$ cat src/rtl/core/fxq_pkg.sv
// ----------------------------------------------------------------------------
// fxq_pkg
// Shared types, opcodes and constants of the Q24.8 fixed-point ALU core.
// ----------------------------------------------------------------------------
package fxq_pkg;

   localparam int FRACTION_BITS_DEF = 8;
   localparam int FRACTION_BITS_MAX = 30;
   // widest divider numerator: 32 magnitude bits plus the fraction shift
   localparam int QS_W              = 32 + FRACTION_BITS_MAX;
   // quotient bits resolved by one divider stage
   localparam int DIV_STEPS         = 4;

   typedef enum logic [3:0] {
      OP_ADD     = 4'd0,
      OP_SUB     = 4'd1,
      OP_MUL     = 4'd2,
      OP_DIV     = 4'd3,
      OP_LT      = 4'd4,
      OP_GT      = 4'd5,
      OP_LE      = 4'd6,
      OP_GE      = 4'd7,
      OP_EQ      = 4'd8,
      OP_NE      = 4'd9,
      OP_MIN     = 4'd10,
      OP_MAX     = 4'd11,
      OP_INC     = 4'd12,
      OP_DEC     = 4'd13,
      OP_TOINT   = 4'd14,
      OP_FROMINT = 4'd15
   } op_type;

   typedef struct packed {
      logic [3:0]         cmd;
      logic signed [31:0] operand_a;
      logic signed [31:0] operand_b;
   } req_type;

   typedef struct packed {
      logic signed [31:0] result_value;
      logic               compare_true;
      logic               divide_by_zero;
      logic               overflow;
   } rsp_type;

   // item state carried down the pipeline
   typedef struct packed {
      op_type             op;
      logic [31:0]        simp_res;
      logic               simp_cmp;
      logic               simp_ovf;
      logic signed [63:0] prod;
      logic [QS_W-1:0]    qs;
      logic [31:0]        rem;
      logic [31:0]        den;
      logic               neg;
      logic               dz;
   } pipe_type;

endpackage

$ cat src/rtl/core/fxq_div_stage.sv
// ----------------------------------------------------------------------------
// fxq_div_stage
// One stage of the restoring divider: resolves up to four quotient bits.
// ----------------------------------------------------------------------------
module fxq_div_stage #(
   parameter int NUM_W      = 40,
   parameter int FIRST_STEP = 0
) (
   input  logic              clock,
   input  logic              reset,
   input  logic              in_valid,
   input  fxq_pkg::pipe_type in_data,
   output logic              in_ready,
   output logic              out_valid,
   output fxq_pkg::pipe_type out_data,
   input  logic              out_ready
);

   logic              valid_ff;
   fxq_pkg::pipe_type data_ff;
   fxq_pkg::pipe_type data_in;
   logic [32:0]       part;
   logic              ge;

   assign in_ready  = !valid_ff || out_ready;
   assign out_valid = valid_ff;
   assign out_data  = data_ff;

   always_comb begin
      data_in = in_data;
      part    = 33'd0;
      ge      = 1'b0;
      for (int k = 0; k < fxq_pkg::DIV_STEPS; k++) begin
         if (FIRST_STEP + k < NUM_W) begin
            part = {data_in.rem, data_in.qs[NUM_W-1]};
            ge   = (part >= {1'b0, data_in.den});
            if (ge) begin
               part = part - {1'b0, data_in.den};
            end
            data_in.rem = part[31:0];
            data_in.qs  = {data_in.qs[fxq_pkg::QS_W-2:0], ge};
         end
      end
   end

   always_ff @(posedge clock) begin
      if (reset) begin
         valid_ff <= 1'b0;
      end else if (in_ready) begin
         valid_ff <= in_valid;
      end
      if (in_ready && in_valid) begin
         data_ff <= data_in;
      end
   end

endmodule

$ cat config.mk
export PLATFORM = sky130hd
export DESIGN_NAME = fxq_div_stage
export DESIGN_NICKNAME = d
export VERILOG_FILES = /design/src/rtl/core/fxq_pkg.sv /design/src/rtl/core/fxq_div_stage.sv
export SDC_FILE = /design/constraint.sdc
export NUM_CORES = 1
export LEC_CHECK = 0
export BUFFER_PORTS_ARGS = -buffer_cell sky130_fd_sc_hd__buf_4
export CAP_MARGIN = 40
export CORE_ASPECT_RATIO = 0.8
export CORE_MARGIN = 2
export CORE_UTILIZATION = 42
export DETAILED_ROUTE_END_ITERATION = 16
export PLACE_DENSITY = 0.66
export SLEW_MARGIN = 20
export SYNTH_ARGS = -nofsm -noshare
export SYNTH_HDL_FRONTEND = slang
export SYNTH_SLANG_ARGS = --single-unit
$ cat constraint.sdc
create_clock -name clock -period 17.09 [get_ports clock]
set_clock_uncertainty 0.05 [all_clocks]
set_input_delay 4.2725 -clock clock [delete_from_list [all_inputs] [get_ports clock]]
set_output_delay 4.2725 -clock clock [all_outputs]
set_load 0.02 [all_outputs]
==> impl_metrics.json, run 1 <==
{
  "worst_setup_path_end_kind": "flop",
  "diodes": 0,
  "post-route-drc-count": 0,
  "min_path_cells": 2,
  "cts_setup_buffers": 0,
  "period_share": 0.913,
  "wl_per_cell_um": 20.4,
  "gp_congestion": 0.911,
  "worst_pin_slew_ns": 0.821,
  "ys_seq_elements": 231,
  "antenna_found_initial": 0,
  "period_needed_ns": 15.60,
  "fp.dieW_um": 217,
  "syn_to_final_growth_pct": 35.0,
  "synth-seq-area-share": 0.456,
  "cts_buffers": 25,
  "worst_setup_path_start_kind": "input pin",
  "postLayoutCellArea_um2": 20500,
  "synth_ff_type": "edfxtp_1",
  "fmax_ghz": 0.0641,
  "rsz0062_at_grt": "false",
  "post_synth_num_cell_types": 82,
  "cts_hold_buf": 0,
  "path_delay_family": "compound AO/OA/AOI/OAI gates",
  "root_buffer": "clkbuf_16",
  "initial_core_util": 0.425,
  "num_io_pins": 466,
  "min-delay-start": "out_valid",
  "htreeDepth": 1,
  "place_area_um2": 19700,
  "r2r_slack_ns": 14.48,
  "grt_overflow_total": 0,
  "final-hold-violation-count": 0,
  "cp.required_ns": 17.32,
  "setup-tns-final_ns": 0,
  "fin_nets": 2294,
  "drv_cap": 0,
  "synth_top_area_cell": "edfxtp_1",
  "viasPerCell": 5.49,
  "hpwl_um": 40600,
  "grt_pass1_wl_um": 73200,
  "grt_pass1_vias": 12500,
  "drive_gt1_frac": 0.331,
  "arrival_ns": 15.84,
  "clkTransAtPathRegs_ns": 0.06,
  "ant_nets": 0,
  "synth_area_leaders": "edfxtp_1, ha_1, a21oi_1",
  "clk_latency_ns": 0.54,
  "synthesis.nets": 1767,
  "first_pass_iters": 5,
  "synth_edf_count": 230,
  "crit_cells": 48,
  "portBuffers": 461,
  "crit_path_top_delay_cell": "o31ai_1",
  "ys_warn_count": 0,
  "dieArea_um2": 37700,
  "cp_max_fo": 18,
  "p_leak_nw": 9.03,
  "reg2regPathDepth": 5,
  "hp-class": "flop to flop",
  "core_area_um2": 35800,
  "synthesis.area_um2": 15200,
  "clock_path_buffers": 3,
  "vias": 13300,
  "vdd_drop_max_uv": 107,
  "cts.sinks": 231,
  "grt_usage": 0.250,
  "cpMostUsedCell": "buf_4",
  "r2r-start": "out_valid",
  "yosys.area.top_type_share": 0.455,
  "drt_wl_total_um": 49400,
  "relSlewSlack": 0.447,
  "std_cell_rows": 62,
  "syn_area_per_cell_um2": 10.8,
  "cts_tree": "done",
  "outcome": "complete, no violations",
  "worstSetupPathType": "input pin to flop",
  "powerDensity_nw_per_um2": 197,
  "cts.repair.resized": 0,
  "timing.rr.end": "out_data[162]",
  "worstHoldEndpoint": "out_valid",
  "syn_inst": 1401,
  "fp.dieH_um": 174,
  "slowest_delay_ns": 0.63,
  "slew_violations": 0,
  "holdWs_ns": 0.512,
  "finalSetupViolations": 0,
  "synth_async_sr_flop_share": 0,
  "grt_max_degree": 72,
  "drtIter0Drc": 915,
  "worst-path-buf-inv": 9
}
## layer usage
metal / share of wire / global-route usage
met3: 0.075 / 0.0376
met1: 0.44 / 0.351
met4: 0.019 / 0.0545
met2: 0.47 / 0.410
met5: 0 / 0
## cells in the final DEF (no fill, tap or decap), types with 19 or more instances in the layout
cell type  count
buf_4        526
edfxtp_1     230
a21oi_1      143
ha_1         128
inv_1         95
nor2_1        80
xnor2_1       78
nand2_1       77
o21ai_0       71
a21o_1        47
mux2_2        41
xor2_1        28
a221o_1       26
clkbuf_16     25
nor3_1        20
o21a_1        19
nand3_1       19
nand4_1       19
## final cells by class
class / count / area (um2)
flip-flops and latches: 231 / 6930
well taps: 480 / 601
clock buffers: 32 / 652
inverters: 98 / 370
clock inverters: 12 / 129
multi-input cells: 1039 / 7710
fillers: 3038 / 15300
repair buffers: 533 / 4110
## power breakdown
group          switching (mW)  internal [mW]
Clock                   0.223          0.301
Sequential             0.0202          0.780
Combinational            1.45           1.26
## stage by stage
step / utilization / instances / power (mW) / setup WS [ns]
3_3_place_gp: 0.549 / 2378 / 3.44 / 1.07
4_1_cts: 0.572 / 2423 / 4.02 / 1.45
5_1_grt: 0.573 / 2425 / 4.30 / 0.871
6_report: 0.573 / 2425 / 4.03 / 1.49
2_1_floorplan: - / 1401 / 2.61 / 2.19
3_5_place_dp: 0.550 / 2379 / 3.48 / 0.897
## tightest hold or removal path: cells and delay by family, from the launching register on
kind,cells,cell delay (ns)
DFF,1,0.32
and+or+nand+nor,1,0.12
AOI/OAI and AO/OA,1,0.08
## cell usage after synthesis, types with 6 or more instances
master    count
inv_1        95
buf_2        15
o21ai_0      71
buf_4         6
nand2b_1     17
a211oi_1      9
or2_2         9
clkbuf_1      8
o31ai_1       7
o211ai_1     16
a21oi_1     143
edfxtp_1    230
nand3_1      19
nand4_1      19
and3_1       14
nor3_1       20
mux2i_1      18
a21o_1       47
nand2_1      77
mux2_2       41
a221o_1      26
and2_1       19
o21bai_1     18
xor2_1       28
o21a_1       19
a31oi_1      18
xnor2_1      78
nor2b_1       9
nor2_1       80
ha_1        128
## how the worst max path moves through the flow
stage                      from           end
floorplan           in_data[15]  out_data[38]
global placement    in_data[17]  out_data[49]
detailed placement  in_data[17]  out_data[51]
CTS                 in_data[17]  out_data[51]
global route        in_data[17]  out_data[49]
finish               in_data[3]  out_data[49]
## state kept, by name (all words and copies together), names as in the netlist
signal / flops
out_data: 230
out_valid: 1
## cells by family (layout without fill, tap and decap cells)
group,after synthesis,after routing,synth area share
compound gates,435,435,0.191
buf+inv,131,675,0.0368
fa+ha+maj,132,132,0.111
flops,231,231,0.456
mux,59,59,0.0423
xor+xnor,106,106,0.0611
simple gates,307,307,0.102
Power figures use the tool's default switching activity.
==> run 2: changes to the inputs <==
--- a/config.mk
+++ b/config.mk
@@ -5,13 +5,13 @@
 export SDC_FILE = /design/constraint.sdc
 export NUM_CORES = 1
 export LEC_CHECK = 0
-export BUFFER_PORTS_ARGS = -buffer_cell sky130_fd_sc_hd__buf_4
 export CAP_MARGIN = 40
 export CORE_ASPECT_RATIO = 0.8
 export CORE_MARGIN = 2
 export CORE_UTILIZATION = 42
 export DETAILED_ROUTE_END_ITERATION = 16
-export PLACE_DENSITY = 0.66
+export DONT_BUFFER_PORTS = 1
+export PLACE_DENSITY = 0.55
 export SLEW_MARGIN = 20
 export SYNTH_ARGS = -nofsm -noshare
 export SYNTH_HDL_FRONTEND = slang
==> constraint.sdc (replaced) <==
create_clock -name clock -period 17.4 [get_ports clock]
set_clock_uncertainty 0.05 [all_clocks]
set_input_delay 4.35 -clock clock [delete_from_list [all_inputs] [get_ports clock]]
set_output_delay 4.35 -clock clock [all_outputs]
set_load 0.02 [all_outputs]
==> run 2 against run 1 <==
Against the previous run:
- sequential cell count unchanged
- sequential power increased by 12%
- clock power decreased by 8.2%
- sequential share of layout area increased by 8.0 points
- critical path depth decreased by 3
- global-route usage decreased by 1.6 points
- setup slack got worse by 0.31 ns
- utilization decreased by 11 points
- total power decreased by 9.2%
- wire length decreased by 6.1%
- combinational power decreased by 16%
==> impl_metrics.json, run 2 (synthesis gave the netlist of run 1 again) <==
{
  "cp_max_fo": 28,
  "drive_gt1_frac": 0.0929,
  "wl_per_cell_um": 24.2,
  "clkTransAtPathRegs_ns": 0.06,
  "cp.required_ns": 17.61,
  "fp.dieW_um": 217,
  "r2r_slack_ns": 14.70,
  "arrival_ns": 16.43,
  "hpwl_um": 37500,
  "first_pass_iters": 5,
  "vias": 11300,
  "worst_setup_path_start_kind": "input pin",
  "grt_pass1_wl_um": 66800,
  "grt_overflow_total": 0,
  "hp-class": "flop to flop",
  "cts.repair.resized": 0,
  "largest_register_ff_count": 230,
  "p_leak_nw": 6.52,
  "worst-path-buf-inv": 5,
  "std_cell_rows": 62,
  "path_delay_family": "compound AO/OA/AOI/OAI gates",
  "period_needed_ns": 16.22,
  "fp.dieH_um": 174,
  "fmax_ghz": 0.0616,
  "layout_common_cells": "edfxtp_1, a21oi_1, ha_1",
  "gp_congestion": 0.885,
  "utilization": 0.464,
  "post-route-drc-count": 0,
  "portBuffers": 0,
  "rsz0062_at_grt": "false",
  "drt_wl_total_um": 46400,
  "worst_setup_path_end_kind": "flop",
  "syn_to_final_growth_pct": 9.19,
  "antenna_found_initial": 5,
  "crit_path_top_delay_cell": "o21ai_4",
  "powerDensity_nw_per_um2": 221,
  "setup-tns-final_ns": 0,
  "cts_hold_buf": 0,
  "layout.cells.most_common": "edfxtp_1",
  "slew_violations": 0,
  "fin_nets": 1781,
  "initial_core_util": 0.425,
  "drv_cap": 0,
  "cts_tree": "done",
  "relSlewSlack": 0.301,
  "viasPerCell": 5.88,
  "final-hold-violation-count": 0,
  "vdd_drop_max_uv": 97.3,
  "ant_nets": 0,
  "outcome": "complete, no violations",
  "cts.sinks": 231,
  "clock_path_buffers": 3,
  "slowest_delay_ns": 0.65,
  "period_share": 0.932,
  "worstSetupPathType": "input pin to flop",
  "grt_pass1_vias": 10400,
  "cts_setup_buffers": 0,
  "core_area_um2": 35800,
  "finalSetupViolations": 0,
  "htreeDepth": 1,
  "cts_buffers": 24,
  "drtIter0Drc": 941,
  "root_buffer": "clkbuf_16",
  "dieArea_um2": 37700,
  "clk_latency_ns": 0.53,
  "grt_max_degree": 180,
  "grt_usage": 0.235,
  "num_io_pins": 466,
  "worst_pin_slew_ns": 1.05
}
==> run 2: cell types whose count changed in the layout (fill, tap and decap cells not counted), sizes merged <==
cell and change:
clkinv +6, inv -2, clkbuf -5, buf -512
diode +3, bufinv -1
==> run 2: where the power goes <==
part / total (mW) / leakage, nW / internal, mW / switching (mW)
Combinational: 2.28 / 3.93 / 0.987 / 1.29
Sequential: 0.898 / 2.23 / 0.774 / 0.124
Clock: 0.482 / 0.361 / 0.269 / 0.213
Total: 3.66 / 6.52 / 2.03 / 1.63
==> run 2: worst min-delay path: stages (launching register included) <==
cell      delay (ns)
dfxtp_1         0.38
nand2b_1        0.29
a21oi_1         0.13
==> run 2: path summary, 6_finish.rpt <==
| kind | startpoint | endpoint | cells after the start |
|---|---|---|---|
| max | in_data[17] | out_data[50] | 45 |
| min | out_valid | out_valid | 2 |
| max reg2reg | out_valid | out_data[129] | 3 |
| min reg2reg | out_valid | out_valid | 2 |
==> run 2: routing by layer <==
metal  part of all wire  wire [um]  up-vias  track usage
li1                   -          -     5347            -
met4              0.016        738        0       0.0505
met2               0.43      19900      521        0.349
met1               0.46      21200     5354        0.345
met3              0.098       4530       40       0.0579
met5                  0          0        -            0
==> run 2: layout make-up <==
cell class,instances,area (um2)
well taps,480,601
fillers,3291,19200
inverters,98,370
repair buffers,21,220
multi-input cells,1039,7720
diodes,3,7.51
flip-flops and latches,231,6930
clock inverters,15,121
clock buffers,27,612
==> run 2: stage by stage <==
stage	hold slack [ns]	setup WS (ns)	total power, mW	instance area (um2)	cells
after floorplan	0.679	2.42	2.57	15200	1401
after global placement	0.778	0.895	3.14	15800	1869
after detailed placement	0.792	0.822	3.16	15800	1869
after CTS	0.803	1.30	3.65	16600	1911
after global routing	0.836	0.540	3.92	16600	1914
final	0.791	1.18	3.66	16600	1914
