[src/rtl/core/fxq_pkg.sv]
// ----------------------------------------------------------------------------
// fxq_pkg
// Shared types, opcodes and constants of the Q24.8 fixed-point ALU core.
// ----------------------------------------------------------------------------
package fxq_pkg;

   localparam int FRACTION_BITS_DEF = 8;
   localparam int FRACTION_BITS_MAX = 30;
   // widest divider numerator: 32 magnitude bits plus the fraction shift
   localparam int QS_W              = 32 + FRACTION_BITS_MAX;
   // quotient bits resolved by one divider stage
   localparam int DIV_STEPS         = 4;

   typedef enum logic [3:0] {
      OP_ADD     = 4'd0,
      OP_SUB     = 4'd1,
      OP_MUL     = 4'd2,
      OP_DIV     = 4'd3,
      OP_LT      = 4'd4,
      OP_GT      = 4'd5,
      OP_LE      = 4'd6,
      OP_GE      = 4'd7,
      OP_EQ      = 4'd8,
      OP_NE      = 4'd9,
      OP_MIN     = 4'd10,
      OP_MAX     = 4'd11,
      OP_INC     = 4'd12,
      OP_DEC     = 4'd13,
      OP_TOINT   = 4'd14,
      OP_FROMINT = 4'd15
   } op_type;

   typedef struct packed {
      logic [3:0]         cmd;
      logic signed [31:0] operand_a;
      logic signed [31:0] operand_b;
   } req_type;

   typedef struct packed {
      logic signed [31:0] result_value;
      logic               compare_true;
      logic               divide_by_zero;
      logic               overflow;
   } rsp_type;

   // item state carried down the pipeline
   typedef struct packed {
      op_type             op;
      logic [31:0]        simp_res;
      logic               simp_cmp;
      logic               simp_ovf;
      logic signed [63:0] prod;
      logic [QS_W-1:0]    qs;
      logic [31:0]        rem;
      logic [31:0]        den;
      logic               neg;
      logic               dz;
   } pipe_type;

endpackage

[src/rtl/core/fxq_back.sv]
// ----------------------------------------------------------------------------
// fxq_back
// Final stage: rounds product and quotient, applies sign, flags overflow and divide by zero.
// ----------------------------------------------------------------------------
module fxq_back #(
   parameter int FRACTION_BITS = fxq_pkg::FRACTION_BITS_DEF
) (
   input  logic              clock,
   input  logic              reset,
   input  logic              in_valid,
   input  fxq_pkg::pipe_type in_data,
   output logic              in_ready,
   output logic              out_valid,
   output fxq_pkg::rsp_type  out_data,
   input  logic              out_ready
);

   localparam int NUM_W = 32 + FRACTION_BITS;
   localparam logic signed [63:0] HALF = 64'sd1 <<< (FRACTION_BITS - 1);

   logic             valid_ff;
   fxq_pkg::rsp_type data_ff;
   fxq_pkg::rsp_type data_in;
   logic signed [63:0] adj;
   logic signed [63:0] r;
   logic [63:0]        m;
   logic               rnd;

   assign in_ready  = !valid_ff || out_ready;
   assign out_valid = valid_ff;
   assign out_data  = data_ff;

   always_comb begin
      data_in = '0;
      adj = 64'sd0;
      r   = 64'sd0;
      m   = 64'(in_data.qs[NUM_W-1:0]);
      rnd = ({in_data.rem, 1'b0} >= {1'b0, in_data.den});
      unique case (in_data.op)
         fxq_pkg::OP_MUL: begin
            // ties away from zero: negative products round on (p + half - 1)
            adj = in_data.prod + HALF - 64'(in_data.prod[63]);
            r   = adj >>> FRACTION_BITS;
            data_in.result_value = r[31:0];
            data_in.overflow     = !((&r[63:31]) || !(|r[63:31]));
         end
         fxq_pkg::OP_DIV: begin
            if (in_data.dz) begin
               data_in.divide_by_zero = 1'b1;
            end else begin
               r = in_data.neg ? signed'(~m + 64'(!rnd)) : signed'(m + 64'(rnd));
               data_in.result_value = r[31:0];
               data_in.overflow     = !((&r[63:31]) || !(|r[63:31]));
            end
         end
         default: begin
            data_in.result_value = in_data.simp_res;
            data_in.compare_true = in_data.simp_cmp;
            data_in.overflow     = in_data.simp_ovf;
         end
      endcase
   end

   always_ff @(posedge clock) begin
      if (reset) begin
         valid_ff <= 1'b0;
      end else if (in_ready) begin
         valid_ff <= in_valid;
      end
      if (in_ready && in_valid) begin
         data_ff <= data_in;
      end
   end

endmodule

[config.mk]
export PLATFORM = sky130hd
export DESIGN_NAME = fxq_back
export DESIGN_NICKNAME = d
export VERILOG_FILES = /design/src/rtl/core/fxq_pkg.sv /design/src/rtl/core/fxq_back.sv
export SDC_FILE = /design/constraint.sdc
export NUM_CORES = 1
export LEC_CHECK = 0
export BUFFER_PORTS_ARGS = -buffer_cell sky130_fd_sc_hd__buf_2
export CORE_MARGIN = 4
export CORE_UTILIZATION = 54
export CTS_BUF_LIST = sky130_fd_sc_hd__clkbuf_16
export DETAILED_ROUTE_END_ITERATION = 10
export GPL_TIMING_DRIVEN = 0
export PLACE_DENSITY = 0.84
export SLEW_MARGIN = 20
export SYNTH_ARGS = -nofsm -noshare
export SYNTH_HDL_FRONTEND = slang
export SYNTH_SLANG_ARGS = --single-unit
[constraint.sdc]
create_clock -name clock -period 7.33 [get_ports clock]
set_input_delay 1.0995 -clock clock [delete_from_list [all_inputs] [get_ports clock]]
set_output_delay 1.0995 -clock clock [all_outputs]
set_load 0.05 [all_outputs]
==> impl_metrics.ini, run 1 <==
[die]
floorplan.rows = 45
design.portCount = 271
starting_density_of_the_core = 0.553
core_area_um2 = 15200
die_x_um = 133
die-height_um = 133
floorplan.die_area_um2 = 17600

[global_routing]
antenna_found_initial = 3
global_route_usage_sum = 0.338
grt.busiest_layer = met2
grt_first_pass_wirelength_um = 49100
globalRouteMet2Util = 0.586
via_count_of_the_first_global_routing_pass = 9598
global_route.usage.met1 = 0.425
grt_max_degree = 28
gr-usage-met3 = 0.0506
grt_overflow = 0

[logic_synthesis]
syn-num-nets = 1537
yosys.cell_types.count = 75
synth-edff-count = 35
synth-warning-count = 0
syn-cell-area_um2 = 8400
post-synth-top-area-cell = ha_1
postSynth.topFlopCell = edfxtp_1
synth_area_per_cell_um2 = 6.97
synthDominantCellAreaShare = 0.144
flip_flop_and_latch_count_after_synthesis = 36
synth_sequential_area_ratio = 0.127
ys_async_sr_fraction = 0
synth_cells = 1206
synth.top_cells.by_area = ha_1 (14%), edfxtp_1 (13%), a21oi_1 (7.1%)

[place]
place_ws_ns = -0.186
routabilityCongestion = 0.996
placement.cell_area_um2 = 9880
placedCellCount = 1640
post-dp-hpwl_um = 26900
placement.io_buffers = 245

[power_and_ir_drop]
power.density_cell_area_nw_per_um2 = 120
p_leak_nw = 4.61
worst_ir_drop_vdd_mv = 0.144
report.power.total_mw = 1.21

[sta]
setup_viol = 0
slew_headroom = 0.473
peak_clock_frequency_supported_by_timing_mhz = 141
final_worst_setup_slack_ns = 0.216
timing_hold_violations_final = 0
setup-tns-final_ns = 0
skew_ns = 0.00368
finalCriticalPeriod_ns = 7.11
finalHoldWorstSlack_ns = 0.534
slew_violations = 0
timing_worst_slew_pin_value_ns = 0.780
post-route-period-util = 0.971
rsz0062_at_grt = no

[clock_network]
cts.path.max_buffers = 2
clk_pin_slew_ns = 0.06
htree_num_levels = 2
cts_buffers = 5
cts_tree = done
ctsRootBufferMaster = clkbuf_16
clock_latency_ns = 0.29
cts_hold_repair.buffers = 0
clock_sink_count = 36

[worst_setup_path]
crit_path_top_delay_cell = or4_1
worst_setup_path_type = input pin to register
critPathLaunchType = input pin
cp_common_cell = o21a_1
reg2reg_slack_ns = 6.06
crit_required_ns = 7.32
max_stage_delay_ns = 0.54
critical_path.max_fanout = 5
arrival_ns = 7.10
critical_path.endpoint_type = register

[routing]
drc_errors = 0
route.final.wire_length_um = 31500
routed_wire_length_per_instance_um = 19.1
drt_iter0_markers = 1226
routed-via-count = 10452
iteration_count_of_the_initial_detailed_routing_pass = 6
drt-vias-per-instance = 6.33
drt.antenna.violating_nets = 0

[cells_and_area]
fillers = 1396
fin_cells = 1651
nNetsFinal = 1791
final_util = 0.664
design_area_um2 = 10100
area_delta_synth_final_pct = 20.1
post_route_cells_drive_above_1_share = 0.185

[flow_run]
drv_cap = 0

[hold_path]
worst_hold_path_type = register to register

[run_status]
status = complete, no violations
==> layout make-up <==
class                   count  area, µm²  area share
diodes                      2       5.00    0.000496
plain buffers              56        218      0.0216
clock buffers               5        125      0.0124
clock inverters             3       42.5     0.00422
inverters                 113        424      0.0420
multi-input cells        1001       6710       0.665
flip-flops and latches     36       1070       0.106
well taps                 188        235      0.0233
repair buffers            247       1250       0.124
==> flip-flops by register name (all words and copies together) (netlist names) <==
signal	count
out_valid	1
out_data	35
==> per-layer routing <==
layer  wire length, µm  vias to the layer above  share of wire
met4              1400                        4          0.044
li1                  -                     5003              -
met2             14700                      587           0.47
met5                23                        -        0.00073
met1             12700                     4765           0.40
met3              2750                       93          0.087
==> what timing repair did <==
| action | in CTS | in global routing |
|---|---|---|
| setup buffers | 0 | 1 |
| setup endpoints to repair | 0 | 1 |
| gates resized for setup | 0 | 4 |
==> cells by family after synthesis <==
family | after synthesis | share of synthesized area
DFF | 36 | 0.127
adders and majority gates | 97 | 0.144
xor gates and xnor gates | 81 | 0.0845
muxes | 3 | 0.00357
buffers and inverters | 169 | 0.0764
AOI/OAI and AO/OA | 402 | 0.301
and+or+nand+nor | 418 | 0.262
==> cell usage after synthesis, types with 14 or more instances <==
| cell | instances |
|---|---|
| a21o_1 | 26 |
| a21oi_1 | 120 |
| a22oi_1 | 25 |
| a31oi_1 | 15 |
| and3_1 | 18 |
| clkbuf_1 | 54 |
| edfxtp_1 | 35 |
| ha_1 | 97 |
| inv_1 | 112 |
| nand2_1 | 104 |
| nand2b_1 | 14 |
| nand3_1 | 37 |
| nand4_1 | 50 |
| nor2_1 | 78 |
| nor3_1 | 25 |
| nor4_1 | 20 |
| o21a_1 | 30 |
| o21ai_0 | 80 |
| o21ai_1 | 19 |
| xnor2_1 | 48 |
| xor2_1 | 33 |
==> worst paths after layout <==
check | startpoint | end | depth (start not counted)
max | in_data[3] | out_data[0] | 29
min reg2reg | out_valid | out_valid | 2
max reg2reg | out_valid | out_data[4] | 3
min | out_valid | out_valid | 2
==> report_power, final <==
| group | internal, mW | switching [mW] |
|---|---|---|
| Sequential | 0.245 | 0.00326 |
| Clock | 0.160 | 0.0901 |
| Combinational | 0.261 | 0.455 |
==> critical path, delay by kind of cell <==
| kind | cells | cell delay, ns |
|---|---|---|
| xor gates and xnor gates | 1 | 0.10 |
| and+or+nand+nor | 8 | 2.65 |
| adders and majority gates | 3 | 0.78 |
| buffers and inverters | 3 | 0.22 |
| AOI/OAI and AO/OA | 14 | 2.27 |
==> placed cells by master (no fill, tap or decap), types with 9 or more instances in the layout <==
cell type,instances
o21ai_0,80
a21o_1,26
nand4_1,50
o21a_1,30
clkbuf_1,54
inv_1,112
or3_1,12
o21ai_1,19
edfxtp_1,35
and4_1,9
nand2b_1,14
a22oi_1,25
xnor2_1,48
a31oi_1,15
nor2_1,78
a21oi_1,120
xor2_1,33
nor4_1,18
nand3_1,37
and2_1,9
nor2b_1,12
and3_1,18
o21bai_1,10
nand2_1,104
buf_2,245
o221ai_1,12
nor3_1,25
ha_1,96
Note: power is estimated with default switching activity, not from simulation.
==> run 2: changes to the inputs <==
- PLACE_DENSITY: 0.84 -> default
- PLACE_DENSITY_LB_ADDON: default -> 0.12
==> run 2 against run 1 <==
Register-to-register slack worse by 0.09 ns. Critical path depth stayed put. Sequential power hardly changed. Design area is 0.37% lower. Via count is 2.8% lower. Utilization is 0.25 points lower. Sequential share of layout area hardly changed. Non-clock buffer count is 1 higher. Global-route usage is 2.1 points lower. Combinational power is 1% lower. Count of clock-buffer cells in the layout stayed put. Clock skew is 0.0081 ns higher. Critical endpoint unchanged.
==> impl_metrics.ini, run 2 (synthesis gave the netlist of run 1 again) <==
[clock_network]
cts.path.max_buffers = 2
clock_latency_ns = 0.29
ctsRootBufferMaster = clkbuf_16
clk_pin_slew_ns = 0.07
cts-resized-gates = 0
clock_sink_count = 36
htree_num_levels = 2
cts_tree = done
cts_buffers = 5

[place]
post-dp-hpwl_um = 24800
routabilityCongestion = 1.02
placement.io_buffers = 245

[cells_and_area]
area_delta_synth_final_pct = 19.6
max_ffs_per_register = 35
nNetsFinal = 1792
area.sequential_um2 = 1070
multi_input_combinational_cell_area_um2 = 6690
final_common_cell = buf_2
post_route_cells_drive_above_1_share = 0.183
fillers = 1459
most_used_cells_in_the_layout_excluding_fill_and_tap_cells = buf_2 (245), a21oi_1 (120), inv_1 (113), nand2_1 (104), ha_1 (97)

[sta]
slew_violations = 0
finalCriticalPeriod_ns = 6.93
timing_worst_slew_pin_value_ns = 0.866
setup-tns-final_ns = 0
peak_clock_frequency_supported_by_timing_mhz = 144
skew_ns = 0.0118
post-route-period-util = 0.946
rsz0062_at_grt = no
slew_headroom = 0.418
setup_viol = 0
timing_hold_violations_final = 0

[routing]
drt-vias-per-instance = 6.16
routed_wire_length_per_instance_um = 17.9
drt_iter0_markers = 1024
iteration_count_of_the_initial_detailed_routing_pass = 5
routed-via-count = 10164
route.final.wire_length_um = 29500
drt.antenna.violating_nets = 0
drc_errors = 0

[worst_setup_path]
r2r.worst_path.cells = 3
cp_common_cell = o21a_1
worst_r2r_startpoint = out_valid
worstPathBufferInverterCount = 3
arrival_ns = 6.97
critical_path.max_fanout = 5
critical_path.endpoint_type = register
crit_required_ns = 7.36
delay_heaviest_family_cp = simple AND/OR/NAND/NOR gates
worst_setup_path_type = input pin to register
r2r-end = out_data[17]
reg2reg_slack_ns = 5.97
crit_path_top_delay_cell = or4_1
critPathLaunchType = input pin
max_stage_delay_ns = 0.54

[global_routing]
via_count_of_the_first_global_routing_pass = 9285
grt_first_pass_wirelength_um = 46600
grt_max_degree = 20
antenna_found_initial = 0
global_route_usage_sum = 0.317
grt_overflow = 0

[power_and_ir_drop]
p_leak_nw = 4.60
worst_ir_drop_vdd_mv = 0.0855
power.density_cell_area_nw_per_um2 = 116
report.power.total_mw = 1.16

[die]
starting_density_of_the_core = 0.553
design.portCount = 271
die_x_um = 133
floorplan.die_area_um2 = 17600
floorplan.rows = 45
core_area_um2 = 15200
die-height_um = 133

[run_status]
status = complete, no violations

[hold_path]
worstHoldPathCells = 2
hp-start = out_valid
timing.hold.worst_endpoint = out_valid
worst_hold_path_type = register to register

[flow_run]
drv_cap = 0
-- run 2: timing repair --
item / 4_1_cts / 5_1_grt
buffers inserted: 0 / 2
hold buffers: 0 / 0
setup endpoints to repair: 0 / 1
-- run 2: stage by stage --
| stage | setup WS (ns) | cell area, µm² | hold slack (ns) | util | cells |
|---|---|---|---|---|---|
| 6_report | 0.396 | 10000 | 0.536 | 0.661 | 1651 |
| 3_3_place_gp | 0.0405 | 9860 | 0.489 | 0.649 | 1639 |
| 5_1_grt | 0.00516 | 10000 | 0.569 | 0.661 | 1650 |
| 2_1_floorplan | 0.819 | 8400 | 1.11 | - | 1206 |
| 4_1_cts | 0.309 | 10000 | 0.538 | 0.660 | 1648 |
| 3_5_place_dp | 0.0122 | 9890 | 0.530 | 0.651 | 1640 |
-- run 2: final cells by class --
type                       count  share of cell area
multi-input combinational   1001               0.666
timing repair buffer         248               0.126
sequential                    36               0.107
inverter                     113              0.0422
tap                          188              0.0234
buffer                        56              0.0217
clock buffer                   5              0.0125
clock inverter                 3             0.00162
antenna                        1            0.000249
-- run 2: worst max path at each step --
stage | start | endpoint | cells past startpoint
2_1_floorplan | in_data[3] | out_data[0] | 28
3_3_place_gp | in_data[3] | out_data[0] | 29
3_5_place_dp | in_data[3] | out_data[0] | 29
4_1_cts | in_data[3] | out_data[0] | 29
5_1_grt | in_data[3] | out_data[0] | 29
6_report | in_data[3] | out_data[0] | 29
-- run 2: report_power, final --
part	leakage [nW]	internal, mW	switching [mW]	total [mW]
sequential	0.349	0.245	0.00409	0.249
combinational	4.18	0.260	0.447	0.707
clock	0.0710	0.124	0.0846	0.209
-- run 2: worst reg2reg max path, stage by stage (launching register included) --
cell and delay [ns]:
dfxtp_1 0.32, nand2b_1 0.10, and2_2 0.43, buf_16 0.22
-- run 2: per-layer routing --
layer | up-vias | routed length [µm] | track usage
met5 | - | 0 | 0
met2 | 493 | 14100 | 0.551
li1 | 5004 | - | -
met4 | 0 | 907 | 0.0987
met3 | 77 | 2530 | 0.0452
met1 | 4590 | 12000 | 0.406
==> run 3: changes to the inputs <==
- CORE_UTILIZATION: 54 -> 28
- PLACE_DENSITY_LB_ADDON: 0.12 -> 0.15
==> run 3 against run 2 <==
Sequential cell count is the same. Critical path type unchanged. Critical path depth is the same. Sequential share of layout area shrank 0.26 points. Register-to-register slack gained 0.08 ns. Maximum frequency shrank 0.76%. Sequential power is essentially flat. Via count shrank 1.1%.
==> impl_metrics.ini, run 3 (synthesis gave the netlist of run 1 again) <==
[run_status]
status = complete, no violations

[clock_network]
clock_sink_count = 36
htree_num_levels = 2
cts-resized-gates = 0
clk_pin_slew_ns = 0.06
clock_latency_ns = 0.28
ctsRootBufferMaster = clkbuf_16
cts_buffers = 5
cts_tree = done
cts.path.max_buffers = 2
cts_hold_repair.buffers = 0

[global_routing]
grt_max_degree = 29
via_count_of_the_first_global_routing_pass = 9488
global_route_usage_sum = 0.196
grt_first_pass_wirelength_um = 52600
grt_overflow = 0
antenna_found_initial = 3

[routing]
drt.antenna.violating_nets = 0
routed_wire_length_per_instance_um = 18.5
drc_errors = 0
drt-vias-per-instance = 5.42
routed-via-count = 10054
route.final.wire_length_um = 34400
iteration_count_of_the_initial_detailed_routing_pass = 5
drt_iter0_markers = 460

[place]
placement.io_buffers = 245
placement.cell_area_um2 = 10100
post-dp-hpwl_um = 30000
place_ws_ns = -0.0448
routabilityCongestion = 0.929
placedCellCount = 1842

[die]
core_area_um2 = 29600
floorplan.die_area_um2 = 32800
starting_density_of_the_core = 0.283
die-height_um = 181
floorplan.rows = 63
design.portCount = 271
die_x_um = 181

[hold_path]
worst_hold_path_type = register to register
timing.hold.worst_endpoint = out_valid
hp-start = out_valid
worstHoldPathCells = 2

[cells_and_area]
fin_cells = 1854
most_used_cells_in_the_layout_excluding_fill_and_tap_cells = buf_2 (245), a21oi_1 (120), inv_1 (112), nand2_1 (104), ha_1 (97)
max_ffs_per_register = 35
post_route_cells_drive_above_1_share = 0.184
design_area_um2 = 10300
final_common_cell = buf_2
area_delta_synth_final_pct = 22.7
nNetsFinal = 1793

[power_and_ir_drop]
worst_ir_drop_vdd_mv = 0.0740
report.power.total_mw = 1.18
power.density_cell_area_nw_per_um2 = 115
share_clk_of_total_power = 0.180
intPower_mw = 0.631
switching_share = 0.466
p_seq_frac = 0.211
comb_power_share = 0.608
p_leak_nw = 4.61
netSwitchingPower_mw = 0.550

[sta]
finalCriticalPeriod_ns = 6.99
rsz0062_at_grt = no
peak_clock_frequency_supported_by_timing_mhz = 143
slew_headroom = 0.382
timing_worst_slew_pin_value_ns = 0.920
setup_viol = 0
post-route-period-util = 0.953
slew_violations = 0
finalHoldWorstSlack_ns = 0.517
skew_ns = 0.0127
timing_hold_violations_final = 0
final_worst_setup_slack_ns = 0.343

[worst_setup_path]
critPathLaunchType = input pin
crit_path_top_delay_cell = or4_1
critical_path.max_fanout = 5
arrival_ns = 6.98
critPathLaunch = in_data[3]
cp_common_cell = o21a_1
r2r-end = out_data[4]
critical_path.endpoint_type = register
reg2reg_slack_ns = 6.05
worst_setup_path_type = input pin to register
r2r.worst_path.cells = 3
crit_required_ns = 7.32
max_stage_delay_ns = 0.54
worst_r2r_startpoint = out_valid

[flow_run]
drv_cap = 0
-- run 3: power groups by stage --
stage,clock (mW),combinational [mW],sequential (mW)
4_1_cts,0.217,0.716,0.250
5_1_grt,0.226,0.792,0.251
3_3_place_gp,0,0.709,0.255
6_report,0.213,0.718,0.250
2_1_floorplan,0,0.421,0.304
3_5_place_dp,0,0.713,0.254
-- run 3: per-layer routing --
layer  routed length [µm]  GRT usage
met1                16000      0.274
met2                15400      0.322
met3                 2090     0.0250
met4                  866     0.0471
met5                   34          0
-- run 3: final cells by class --
class	instances	area, µm²
plain buffers	56	218
clock buffers	5	125
flip-flops and latches	36	1070
fillers	3365	19300
repair buffers	249	1270
diodes	1	2.50
well taps	390	488
inverters	113	424
clock inverters	3	18.8
multi-input cells	1001	6690
-- run 3: repair_timing --
| action | 4_1_cts | 5_1_grt |
|---|---|---|
| setup buffers | 0 | 3 |
| setup endpoints to repair | 0 | 1 |
| endpoints found under the hold margin | 0 | 0 |
-- run 3: critical path, delay by kind of cell --
family	cells	cell delay, ns
simple gates	8	2.62
buf+inv	3	0.17
compound gates	14	2.23
xor+xnor	1	0.10
fa+ha+maj	3	0.74
-- run 3: per-stage QoR --
step                       util  TNS, ns
after global routing      0.348        0
final                     0.348        0
after global placement    0.341  -0.0491
after floorplan               -        0
after CTS                 0.347        0
after detailed placement  0.342  -0.0448
-- run 3: worst max-delay path by stage --
| stage | to | slack [ns] | depth (start not counted) |
|---|---|---|---|
| floorplan | out_data[0] | 0.82 | 28 |
| global placement | out_data[0] | -0.05 | 29 |
| detailed placement | out_data[0] | -0.04 | 29 |
| CTS | out_data[0] | 0.23 | 29 |
| global route | out_data[0] | 0.02 | 29 |
| finish | out_data[0] | 0.34 | 29 |
